===== config.mk =====
export PLATFORM = sky130hd
export DESIGN_NAME = sync_length_sum_frame_parser_unit
export DESIGN_NICKNAME = d
export VERILOG_FILES = /design/src/sv/slsfp_pkg.sv /design/src/sv/slsfp_in_reg.sv /design/src/sv/slsfp_core.sv /design/src/sv/sync_length_sum_frame_parser_unit.sv
export SDC_FILE = /design/constraint.sdc
export NUM_CORES = 1
export LEC_CHECK = 0
export ABC_AREA = 0
export ABC_CLOCK_PERIOD_IN_PS = 6700
export BUFFER_PORTS_ARGS = -buffer_cell sky130_fd_sc_hd__buf_2
export CAP_MARGIN = 0
export CORE_MARGIN = 2
export CORE_UTILIZATION = 25
export CTS_CLUSTER_DIAMETER = 150
export CTS_CLUSTER_SIZE = 8
export DETAILED_ROUTE_END_ITERATION = 16
export PLACE_DENSITY = 0.49
export SYNTH_ARGS = -nofsm -noshare
export SYNTH_HDL_FRONTEND = slang
export SYNTH_HIERARCHICAL = 1
export SYNTH_SLANG_ARGS = --single-unit

===== constraint.sdc =====
create_clock -name i_clk -period 6.7 [get_ports i_clk]
set_clock_uncertainty 0.1 [all_clocks]
set_input_delay 1.34 -clock i_clk [delete_from_list [all_inputs] [get_ports i_clk]]
set_output_delay 1.34 -clock i_clk [all_outputs]
set_load 0.02 [all_outputs]

===== src/sv/slsfp_pkg.sv =====
`default_nettype none

package slsfp_pkg;

    // Command codes of an input item.
    localparam logic [1:0] CMD_START = 2'd0;
    localparam logic [1:0] CMD_BYTE  = 2'd1;
    localparam logic [1:0] CMD_TICK  = 2'd2;

    // Event codes of a result item.
    localparam logic [1:0] EV_BYTE    = 2'd0;
    localparam logic [1:0] EV_ACCEPT  = 2'd1;
    localparam logic [1:0] EV_DISCARD = 2'd2;
    localparam logic [1:0] EV_TIMEOUT = 2'd3;

    localparam logic [7:0] SYNC_BYTE    = 8'hAA;
    localparam logic [7:0] CAPACITY_RST = 8'd255;

    // One input beat.
    typedef struct packed {
        logic [1:0]  command;
        logic [7:0]  rx_byte;
        logic [15:0] timeout_ms;
    } t_item;

    // One result beat.
    typedef struct packed {
        logic [1:0] event_res;
        logic [7:0] data;
        logic [7:0] position;
        logic [7:0] frame_length;
    } t_result;

    // Handshake between the input register and the parser stage.
    typedef struct packed {
        logic fire;
        logic free;
    } t_stage_ctl;

endpackage

`default_nettype wire


===== src/sv/slsfp_in_reg.sv =====
`default_nettype none

module slsfp_in_reg (
    input  wire                   i_clk,
    input  wire                   i_rst_n,
    input  wire                   i_in_valid,
    output logic                  o_in_stall,
    input  slsfp_pkg::t_item      i_item,
    input  wire                   i_free,
    output slsfp_pkg::t_stage_ctl o_ctl,
    output slsfp_pkg::t_item      o_item
);
    import slsfp_pkg::*;

    logic  r_valid;
    t_item r_item;
    logic  n_valid;
    logic  fire;
    logic  accept;

    // The held beat moves on whenever the result register can take it.
    assign fire       = r_valid && i_free;
    assign o_in_stall = r_valid && !fire;
    assign accept     = i_in_valid && !o_in_stall;
    assign n_valid    = accept ? 1'b1 : (fire ? 1'b0 : r_valid);

    always_ff @(posedge i_clk) begin
        if (!i_rst_n) begin
            r_valid <= 1'b0;
        end else begin
            r_valid <= n_valid;
        end
    end

    // Payload needs no reset.
    always_ff @(posedge i_clk) begin
        if (accept) begin
            r_item <= i_item;
        end
    end

    assign o_ctl.fire = fire;
    assign o_ctl.free = i_free;
    assign o_item     = r_item;

endmodule

`default_nettype wire


===== src/sv/slsfp_core.sv =====
`default_nettype none

module slsfp_core (
    input  wire                   i_clk,
    input  wire                   i_rst_n,
    input  slsfp_pkg::t_stage_ctl i_ctl,
    input  slsfp_pkg::t_item      i_item,
    input  wire                   i_cfg_we,
    input  wire [7:0]             i_cfg_data,
    input  wire                   i_out_stall,
    output logic                  o_free,
    output logic                  o_out_valid,
    output slsfp_pkg::t_result    o_result
);
    import slsfp_pkg::*;

    // Parser phases.
    localparam logic [2:0] PH_IDLE = 3'd0;
    localparam logic [2:0] PH_SYNC = 3'd1;
    localparam logic [2:0] PH_LEN  = 3'd2;
    localparam logic [2:0] PH_BODY = 3'd3;
    localparam logic [2:0] PH_CSUM = 3'd4;
    localparam logic [2:0] PH_RSSI = 3'd5;

    logic [7:0]  r_capacity;
    logic [2:0]  r_phase,   n_phase;
    logic [7:0]  r_sum,     n_sum;
    logic [7:0]  r_len,     n_len;
    logic [7:0]  r_index,   n_index;
    logic [15:0] r_elapsed, n_elapsed;
    logic [15:0] r_limit,   n_limit;
    logic        r_out_valid;
    t_result     r_result;
    logic        has_res;
    t_result     res;
    logic [7:0]  index_inc;
    logic [7:0]  b;

    assign b         = i_item.rx_byte;
    assign index_inc = r_index + 8'd1;

    // The result register is free when empty or being drained this cycle.
    assign o_free = !r_out_valid || !i_out_stall;

    // Next state and result for the beat at the parser stage.
    always_comb begin
        n_phase   = r_phase;
        n_sum     = r_sum;
        n_len     = r_len;
        n_index   = r_index;
        n_elapsed = r_elapsed;
        n_limit   = r_limit;
        has_res   = 1'b0;
        res.event_res = EV_BYTE;
        res.data      = 8'd0;
        res.position  = 8'd0;
        if (i_item.command == CMD_START) begin
            n_sum     = 8'd0;
            n_len     = 8'd0;
            n_index   = 8'd0;
            n_elapsed = 16'd0;
            n_limit   = i_item.timeout_ms;
            if (i_item.timeout_ms == 16'd0) begin
                n_phase       = PH_IDLE;
                has_res       = 1'b1;
                res.event_res = EV_TIMEOUT;
            end else begin
                n_phase = PH_SYNC;
            end
        end else if (r_phase != PH_IDLE && i_item.command == CMD_BYTE) begin
            case (r_phase)
                PH_SYNC: begin
                    if (b == SYNC_BYTE) begin
                        n_sum   = b;
                        n_phase = PH_LEN;
                    end
                end
                PH_LEN: begin
                    n_len   = b;
                    n_sum   = r_sum + b;
                    n_index = 8'd0;
                    n_phase = (b != 8'd0 && b <= r_capacity) ? PH_BODY : PH_SYNC;
                end
                PH_BODY: begin
                    n_sum   = r_sum + b;
                    n_index = index_inc;
                    if (index_inc == r_len) begin
                        n_phase = PH_CSUM;
                    end
                    has_res       = 1'b1;
                    res.event_res = EV_BYTE;
                    res.data      = b;
                    res.position  = r_index;
                end
                PH_CSUM: begin
                    if (b == r_sum) begin
                        n_phase = PH_RSSI;
                    end else begin
                        n_phase       = PH_SYNC;
                        has_res       = 1'b1;
                        res.event_res = EV_DISCARD;
                    end
                end
                PH_RSSI: begin
                    n_phase       = PH_IDLE;
                    has_res       = 1'b1;
                    res.event_res = EV_ACCEPT;
                end
                default: begin
                    n_phase = r_phase;
                end
            endcase
        end else if (r_phase != PH_IDLE && i_item.command == CMD_TICK) begin
            if (r_elapsed < r_limit) begin
                n_elapsed = r_elapsed + 16'd1;
            end
            if (n_elapsed >= r_limit) begin
                n_phase       = PH_IDLE;
                has_res       = 1'b1;
                res.event_res = EV_TIMEOUT;
            end
        end
        res.frame_length = n_len;
    end

    // Parser state and configuration register.
    always_ff @(posedge i_clk) begin
        if (!i_rst_n) begin
            r_capacity  <= CAPACITY_RST;
            r_phase     <= PH_IDLE;
            r_sum       <= 8'd0;
            r_len       <= 8'd0;
            r_index     <= 8'd0;
            r_elapsed   <= 16'd0;
            r_limit     <= 16'd0;
            r_out_valid <= 1'b0;
        end else begin
            if (i_cfg_we) begin
                r_capacity <= i_cfg_data;
            end
            if (i_ctl.fire) begin
                r_phase     <= n_phase;
                r_sum       <= n_sum;
                r_len       <= n_len;
                r_index     <= n_index;
                r_elapsed   <= n_elapsed;
                r_limit     <= n_limit;
                r_out_valid <= has_res;
            end else if (i_ctl.free) begin
                r_out_valid <= 1'b0;
            end
        end
    end

    // Result payload.
    always_ff @(posedge i_clk) begin
        if (i_ctl.fire && has_res) begin
            r_result <= res;
        end
    end

    assign o_out_valid = r_out_valid;
    assign o_result    = r_result;

endmodule

`default_nettype wire


===== src/sv/sync_length_sum_frame_parser_unit.sv =====
// Each input beat is held in the input register, then moves to the result register when that is free.
// Throughput: one input beat per cycle while the output is not stalled, set by the single parser stage
// between the input register and the result register.
// Reset (synchronous, active low) returns the parser to idle, clears its
// counters and sets the payload capacity to 255.
`default_nettype none

module sync_length_sum_frame_parser_unit (
    input  wire        i_clk,
    input  wire        i_rst_n,
    input  wire        i_in_valid,
    output logic       o_in_stall,
    input  wire [1:0]  i_command,
    input  wire [7:0]  i_rx_byte,
    input  wire [15:0] i_timeout_ms,
    output logic       o_out_valid,
    input  wire        i_out_stall,
    output logic [1:0] o_event_res,
    output logic [7:0] o_data,
    output logic [7:0] o_position,
    output logic [7:0] o_frame_length,
    input  wire        i_cfg_valid,
    output logic       o_cfg_ready,
    input  wire [7:0]  i_cfg_data
);
    import slsfp_pkg::*;

    t_item      in_item;
    t_item      stage_item;
    t_stage_ctl ctl;
    t_result    result;
    logic       free;

    assign in_item.command    = i_command;
    assign in_item.rx_byte    = i_rx_byte;
    assign in_item.timeout_ms = i_timeout_ms;

    // The capacity register takes a write in any cycle.
    assign o_cfg_ready = 1'b1;

    slsfp_in_reg u_in_reg (
        .i_clk      (i_clk),
        .i_rst_n    (i_rst_n),
        .i_in_valid (i_in_valid),
        .o_in_stall (o_in_stall),
        .i_item     (in_item),
        .i_free     (free),
        .o_ctl      (ctl),
        .o_item     (stage_item)
    );

    slsfp_core u_core (
        .i_clk       (i_clk),
        .i_rst_n     (i_rst_n),
        .i_ctl       (ctl),
        .i_item      (stage_item),
        .i_cfg_we    (i_cfg_valid),
        .i_cfg_data  (i_cfg_data),
        .i_out_stall (i_out_stall),
        .o_free      (free),
        .o_out_valid (o_out_valid),
        .o_result    (result)
    );

    assign o_event_res    = result.event_res;
    assign o_data         = result.data;
    assign o_position     = result.position;
    assign o_frame_length = result.frame_length;

endmodule

`default_nettype wire


After elaboration in Yosys (flattened, before gate mapping)
Index checks and enable logic that the tools add are counted.
W data, S select, Z words.
- register bits after elaboration: 121
- input port bits: 39
- logic and storage cells: 116
- add/subtract/negate cells: 3
- magnitude comparators: 3
- equal/unequal tests: 15
- multiplexer cells: 45
- bitwise gates (word level): 2
- reduce and logical (&&, ||, !) cells: 32
- operator list (operator ; number):
    $mux W16 ; 7
    $mux W8 ; 8
    $pmux W8 S2 ; 2
    $mux W3 ; 7
    $add A16 B1 Y16 const B ; 1
    $eq A8 B8 Y1 ; 2
    $ge A16 B16 Y1 ; 1
    $logic_not A16 Y1 ; 1
    $lt A16 B16 Y1 ; 1
    $pmux W3 S5 ; 1
    $reduce_bool A3 Y1 ; 5
    $mux W2 ; 7
    $mux W1 ; 11
    $add A8 B1 Y8 const B ; 1
    $add A8 B8 Y8 ; 1
    $eq A8 B8 Y1 const B ; 1
    $le A8 B8 Y1 ; 1
    $ne A4 B3 Y1 const B ; 2
    $reduce_bool A2 Y1 ; 4
    $reduce_bool A8 Y1 ; 1
    $logic_and A1 B1 Y1 ; 7
    $ne A7 B6 Y1 const B ; 1
    $eq A3 B2 Y1 const B ; 2
    $eq A3 B3 Y1 const B ; 2
    other kinds (17) ; 23

Longest topological paths before layout
- depth in word-level cells: 11
- gate-level depth with buffers: 19
- mapped depth without buffers: 17

Modules after synthesis
The synthesis kept the hierarchy.
- modules (own cells, without submodules) (module ; instances ; cells each ; area each (um^2)):
    slsfp_core ; 1 ; 698 ; 5934.4
    slsfp_in_reg ; 1 ; 33 ; 849.6
    sync_length_sum_frame_parser_unit ; 1 ; 2 ; 11.3

Worst setup path before layout
No wires, ideal clock.
- kind: register to register
- from: register u_core.r_elapsed[6]
- to: register u_core.r_result, in the netlist u_core/o_result[0] (enable)
- arrival time: 5.300 ns
- setup slack: 0.851 ns
- cell stages (with the launch flop): 18
- clock period less this slack: 5.849 ns
- cell sequence: dfxtp_1 > ha_1 > and3_4 > a221o_1 > a221oi_2 > o21a_4 > nand2_2 > buf_6 > buf_2 > nor2_1 > xor2_1 > ha_1 > nand4_1 > nor3_1 > a32oi_1 > a21boi_0 > nor2_1 > nor3b_1
- longest elaborated chain between the ends: 11
- ends and longest elaborated chain (what ; line ; source):
    from (decl) ; slsfp_core.sv:30 ; logic [15:0] r_elapsed, n_elapsed;
    from (signal assigned) ; slsfp_core.sv:146 ; r_elapsed <= n_elapsed;
    $add A16 B1 Y16 or $lt A16 B16 Y1 (tied branches) ; slsfp_core.sv:115, slsfp_core.sv:114 ;
    $mux W16 * ; slsfp_core.sv:114 ; if (r_elapsed < r_limit) begin
    $mux W16 * ; slsfp_core.sv:113 ; end else if (r_phase != PH_IDLE && i_item.command == CMD_TICK) begin
    $mux W16 * ; slsfp_core.sv:70 ; end else if (r_phase != PH_IDLE && i_item.command == CMD_BYTE) begin
    $mux W16 * ; slsfp_core.sv:57 ; if (i_item.command == CMD_START) begin
    $ge A16 B16 Y1 * ; slsfp_core.sv:117 ; if (n_elapsed >= r_limit) begin
    $mux W1 * ; slsfp_core.sv:117 ;
    $mux W1 * ; slsfp_core.sv:113 ;
    $mux W1 * ; slsfp_core.sv:70 ;
    $mux W1 * ; slsfp_core.sv:57 ;
    $logic_and A1 B1 Y1 * ; slsfp_core.sv:157 ; if (i_ctl.fire && has_res) begin
    to (signal assigned) ; slsfp_core.sv:158 ; r_result <= res;
    to (decl) ; slsfp_core.sv:33 ; t_result r_result;
Every way passes the cells marked *; elsewhere a longest branch is shown, timed or not. The select of a mux whose other input is x is not followed.
A chain may end at the register's enable or synchronous reset.

Final worst setup path
- from: register u_core.r_elapsed[7]
- to: register u_core.r_result, in the netlist u_core/o_result[23] (enable)
Same word-level chain as after synthesis.

==> flow_summary.json <==
{
  "dr.pass1.iters": 5,
  "reg2reg_from": "u_core/r_elapsed[7]",
  "worst_setup_path_start_kind": "flip-flop",
  "cts_tree": "built",
  "cap_violations": 0,
  "synth_cell_type_count": 67,
  "slew_headroom_pct": 36.8,
  "cp.arrival_ns": 4.72,
  "synth_edf_count": 52,
  "critPathKind": "reg -> reg",
  "clock_path_buffers": 2,
  "fmax_mhz": 211,
  "clockRootBuffer": "clkbuf_16",
  "via_per_inst": 4.72,
  "wl_per_cell_microns": 15.2,
  "cp_max_fo": 27,
  "antenna_found_initial": 1,
  "clock_latency_ns": 0.42,
  "htreeDepth": 4,
  "area_delta_synth_final_pct": 17.4,
  "setup-tns-final_ns": 0,
  "grt_usage_pct": 12.5,
  "min_path_cells": 2,
  "synthesis.area_sq_um": 6800,
  "hold_viol_final": 0,
  "ys_seq_area_share_pct": 43.3,
  "hold_buffers": 0,
  "reg2reg_to": "u_core/o_result[23]",
  "die-area_sq_um": 28500,
  "setup_viol": 0,
  "finish.utilization_pct": 29.8,
  "antenna_cells": 0,
  "fin_crit_sh_pct": 70.8,
  "cp-end-kind": "flip-flop",
  "synth_area_per_cell_sq_um": 9.27,
  "crit_path_max_incr_delay_ns": 0.47,
  "status": "finished, final reports clean",
  "worst_slew_pin_slew_ns": 0.948,
  "row_count": 60,
  "io_pins": 68,
  "slowest_stage": "dfxtp_1",
  "path_clk_slew_ns": 0.06,
  "power_density_nw_per_um2": 222,
  "rsz0062_at_grt": "no",
  "vias": 5374,
  "overflow": 0,
  "slew_violations": 0,
  "drive_above_1_share_pct": 14.5,
  "crit_chain": "ha_1 > and3_4 > a221o_1 > a221oi_2 > o21a_4 > and2_1 > nand3_1 > xnor2_1 > ha_1 > nand4_1 > nor3_1 > a32oi_1 > a21boi_0 > nor2_1 > nor3b_2 > buf_4",
  "cts_resized": 0,
  "syn-num-nets": 823,
  "synth_warnings": 6,
  "layout_commonest_cell": "nand2_1",
  "synth_cells": 733,
  "synthFlopType": "dfxtp_1",
  "synthArstFlopShare_pct": 0,
  "io_buffers": 66,
  "postCtsSetupRepairBufs": 0,
  "die_w_microns": 169,
  "first_global_vias": 5362,
  "critPathCapture": "u_core/o_result[23]",
  "critPathLaunch": "u_core/r_elapsed[7]",
  "final_nets": 875,
  "grt_max_degree": 53,
  "ff2ff_setup_slack_ns": 1.96,
  "timing.hold.ws_ns": 0.355,
  "ff2ff_path_depth": 16,
  "synth-seq-cells": 121,
  "place.gp.congestion": 0.810,
  "critPathRequiredTime_ns": 6.68,
  "core_area_sq_um": 26800,
  "ir_worst_vdd_v": 0.000169,
  "initial_utilization_pct": 25.4,
  "finalWirelength_microns": 17300,
  "dr.first_iter.drc_count": 329,
  "postRouteAntennaNets": 0,
  "hpwl_microns": 12200,
  "grt_first_pass_wirelength_microns": 28200,
  "cp_common_cell": "ha_1",
  "die_height_microns": 169,
  "clock_sinks": 121,
  "post-route-min-period_ns": 4.74,
  "cts_buffers": 17,
  "layout_common_cells": "nand2_1 (100), dfxtp_1 (69), buf_2 (66)",
  "p_leak_nw": 3.07,
  "drc": 0,
  "hp-class": "reg -> reg"
}
[report_power, final]
part,internal (mW),switching [mW]
Sequential,0.786,0.0155
Clock,0.520,0.346
Combinational,0.0380,0.0685
Total,1.34,0.430
[layer usage]
metal	vias to the layer above	GRT usage (%)	routed length, microns
met5	-	0	13
met1	2527	17.1	8720
li1	2732	-	-
met2	97	20.0	7770
met3	16	2.64	597
met4	2	3.67	193
[worst min-delay path by stage]
stage                      startpoint                 to  slack [ns]
CTS                 u_core/r_limit[2]  u_core/r_limit[2]        0.36
global placement    u_core/r_limit[4]  u_core/r_limit[4]        0.35
floorplan           u_core/r_limit[1]  u_core/r_limit[1]        0.34
global route        u_core/r_limit[1]  u_core/r_limit[1]        0.38
finish              u_core/r_limit[2]  u_core/r_limit[2]        0.36
detailed placement  u_core/r_limit[2]  u_core/r_limit[2]        0.35
[sequential cells by signal (all words and copies together) (netlist names)]
signal              count
u_core/r_capacity       8
u_core/r_elapsed       16
u_in_reg/o_item        26
u_core/o_result        26
u_core/r_sum            8
u_core/o_out_valid      1
u_core/r_index          8
u_core/r_limit         16
u_core/r_phase          3
u_core/r_len            8
u_in_reg/r_valid        1
[kinds of logic (layout without fill, tap and decap cells)]
family	count (synthesis)	count (layout)	share of synthesized area [%]
AOI/OAI and AO/OA	150	150	14.8
xor gates and xnor gates	32	32	4.12
adders and majority gates	51	51	9.50
buffers and inverters	71	136	4.27
DFF	121	121	43.3
muxes	10	10	1.47
other	1	1	0.0552
and+or+nand+nor	297	297	22.4
[through the flow]
step	worst slack (ns)	instance area, sq um	std cells	power [mW]
after floorplan	0.851	6800	733	0.887
after global placement	2.10	7430	1107	0.924
after detailed placement	2.01	7430	1107	0.924
after CTS	1.98	7980	1139	1.80
after global routing	1.51	7980	1139	1.84
final	1.96	7980	1139	1.77
[final cells by class]
cell class | instances | area (sq um)
clock buffer | 21 | 450
clock inverter | 11 | 98.8
fill | 2778 | 18800
inverter | 34 | 128
multi-input combinational | 541 | 3570
sequential | 121 | 2940
tap | 341 | 427
timing repair buffer | 70 | 360
[Yosys cell counts (all sizes together), types with 10 or more instances]
| master | count | area [sq um] |
|---|---|---|
| and2 | 28 | 175 |
| inv | 34 | 128 |
| a21boi | 11 | 82.6 |
| nand3 | 25 | 125 |
| nor2b | 20 | 133 |
| nor3 | 14 | 80.1 |
| nor2 | 37 | 139 |
| o211ai | 13 | 108 |
| ha | 50 | 626 |
| a21o | 12 | 90.1 |
| xor2 | 11 | 96.3 |
| nand4 | 18 | 113 |
| buf | 10 | 60.1 |
| a21oi | 40 | 200 |
| nand2 | 101 | 382 |
| nand2b | 13 | 81.3 |
| xnor2 | 21 | 184 |
| nor4 | 10 | 62.6 |
| clkbuf | 27 | 103 |
| mux2i | 10 | 100 |
| dfxtp | 69 | 1380 |
| o21ai | 29 | 145 |
| edfxtp | 52 | 1560 |
[worst max-delay path: cells and delay by family (launching register included)]
| kind | cells | cell delay, ns |
|---|---|---|
| compound gates | 5 | 1.29 |
| xor+xnor | 1 | 0.16 |
| fa+ha+maj | 2 | 0.63 |
| buf+inv | 1 | 0.35 |
| flops | 1 | 0.47 |
| simple gates | 7 | 1.37 |
Power figures use the tool's default switching activity.
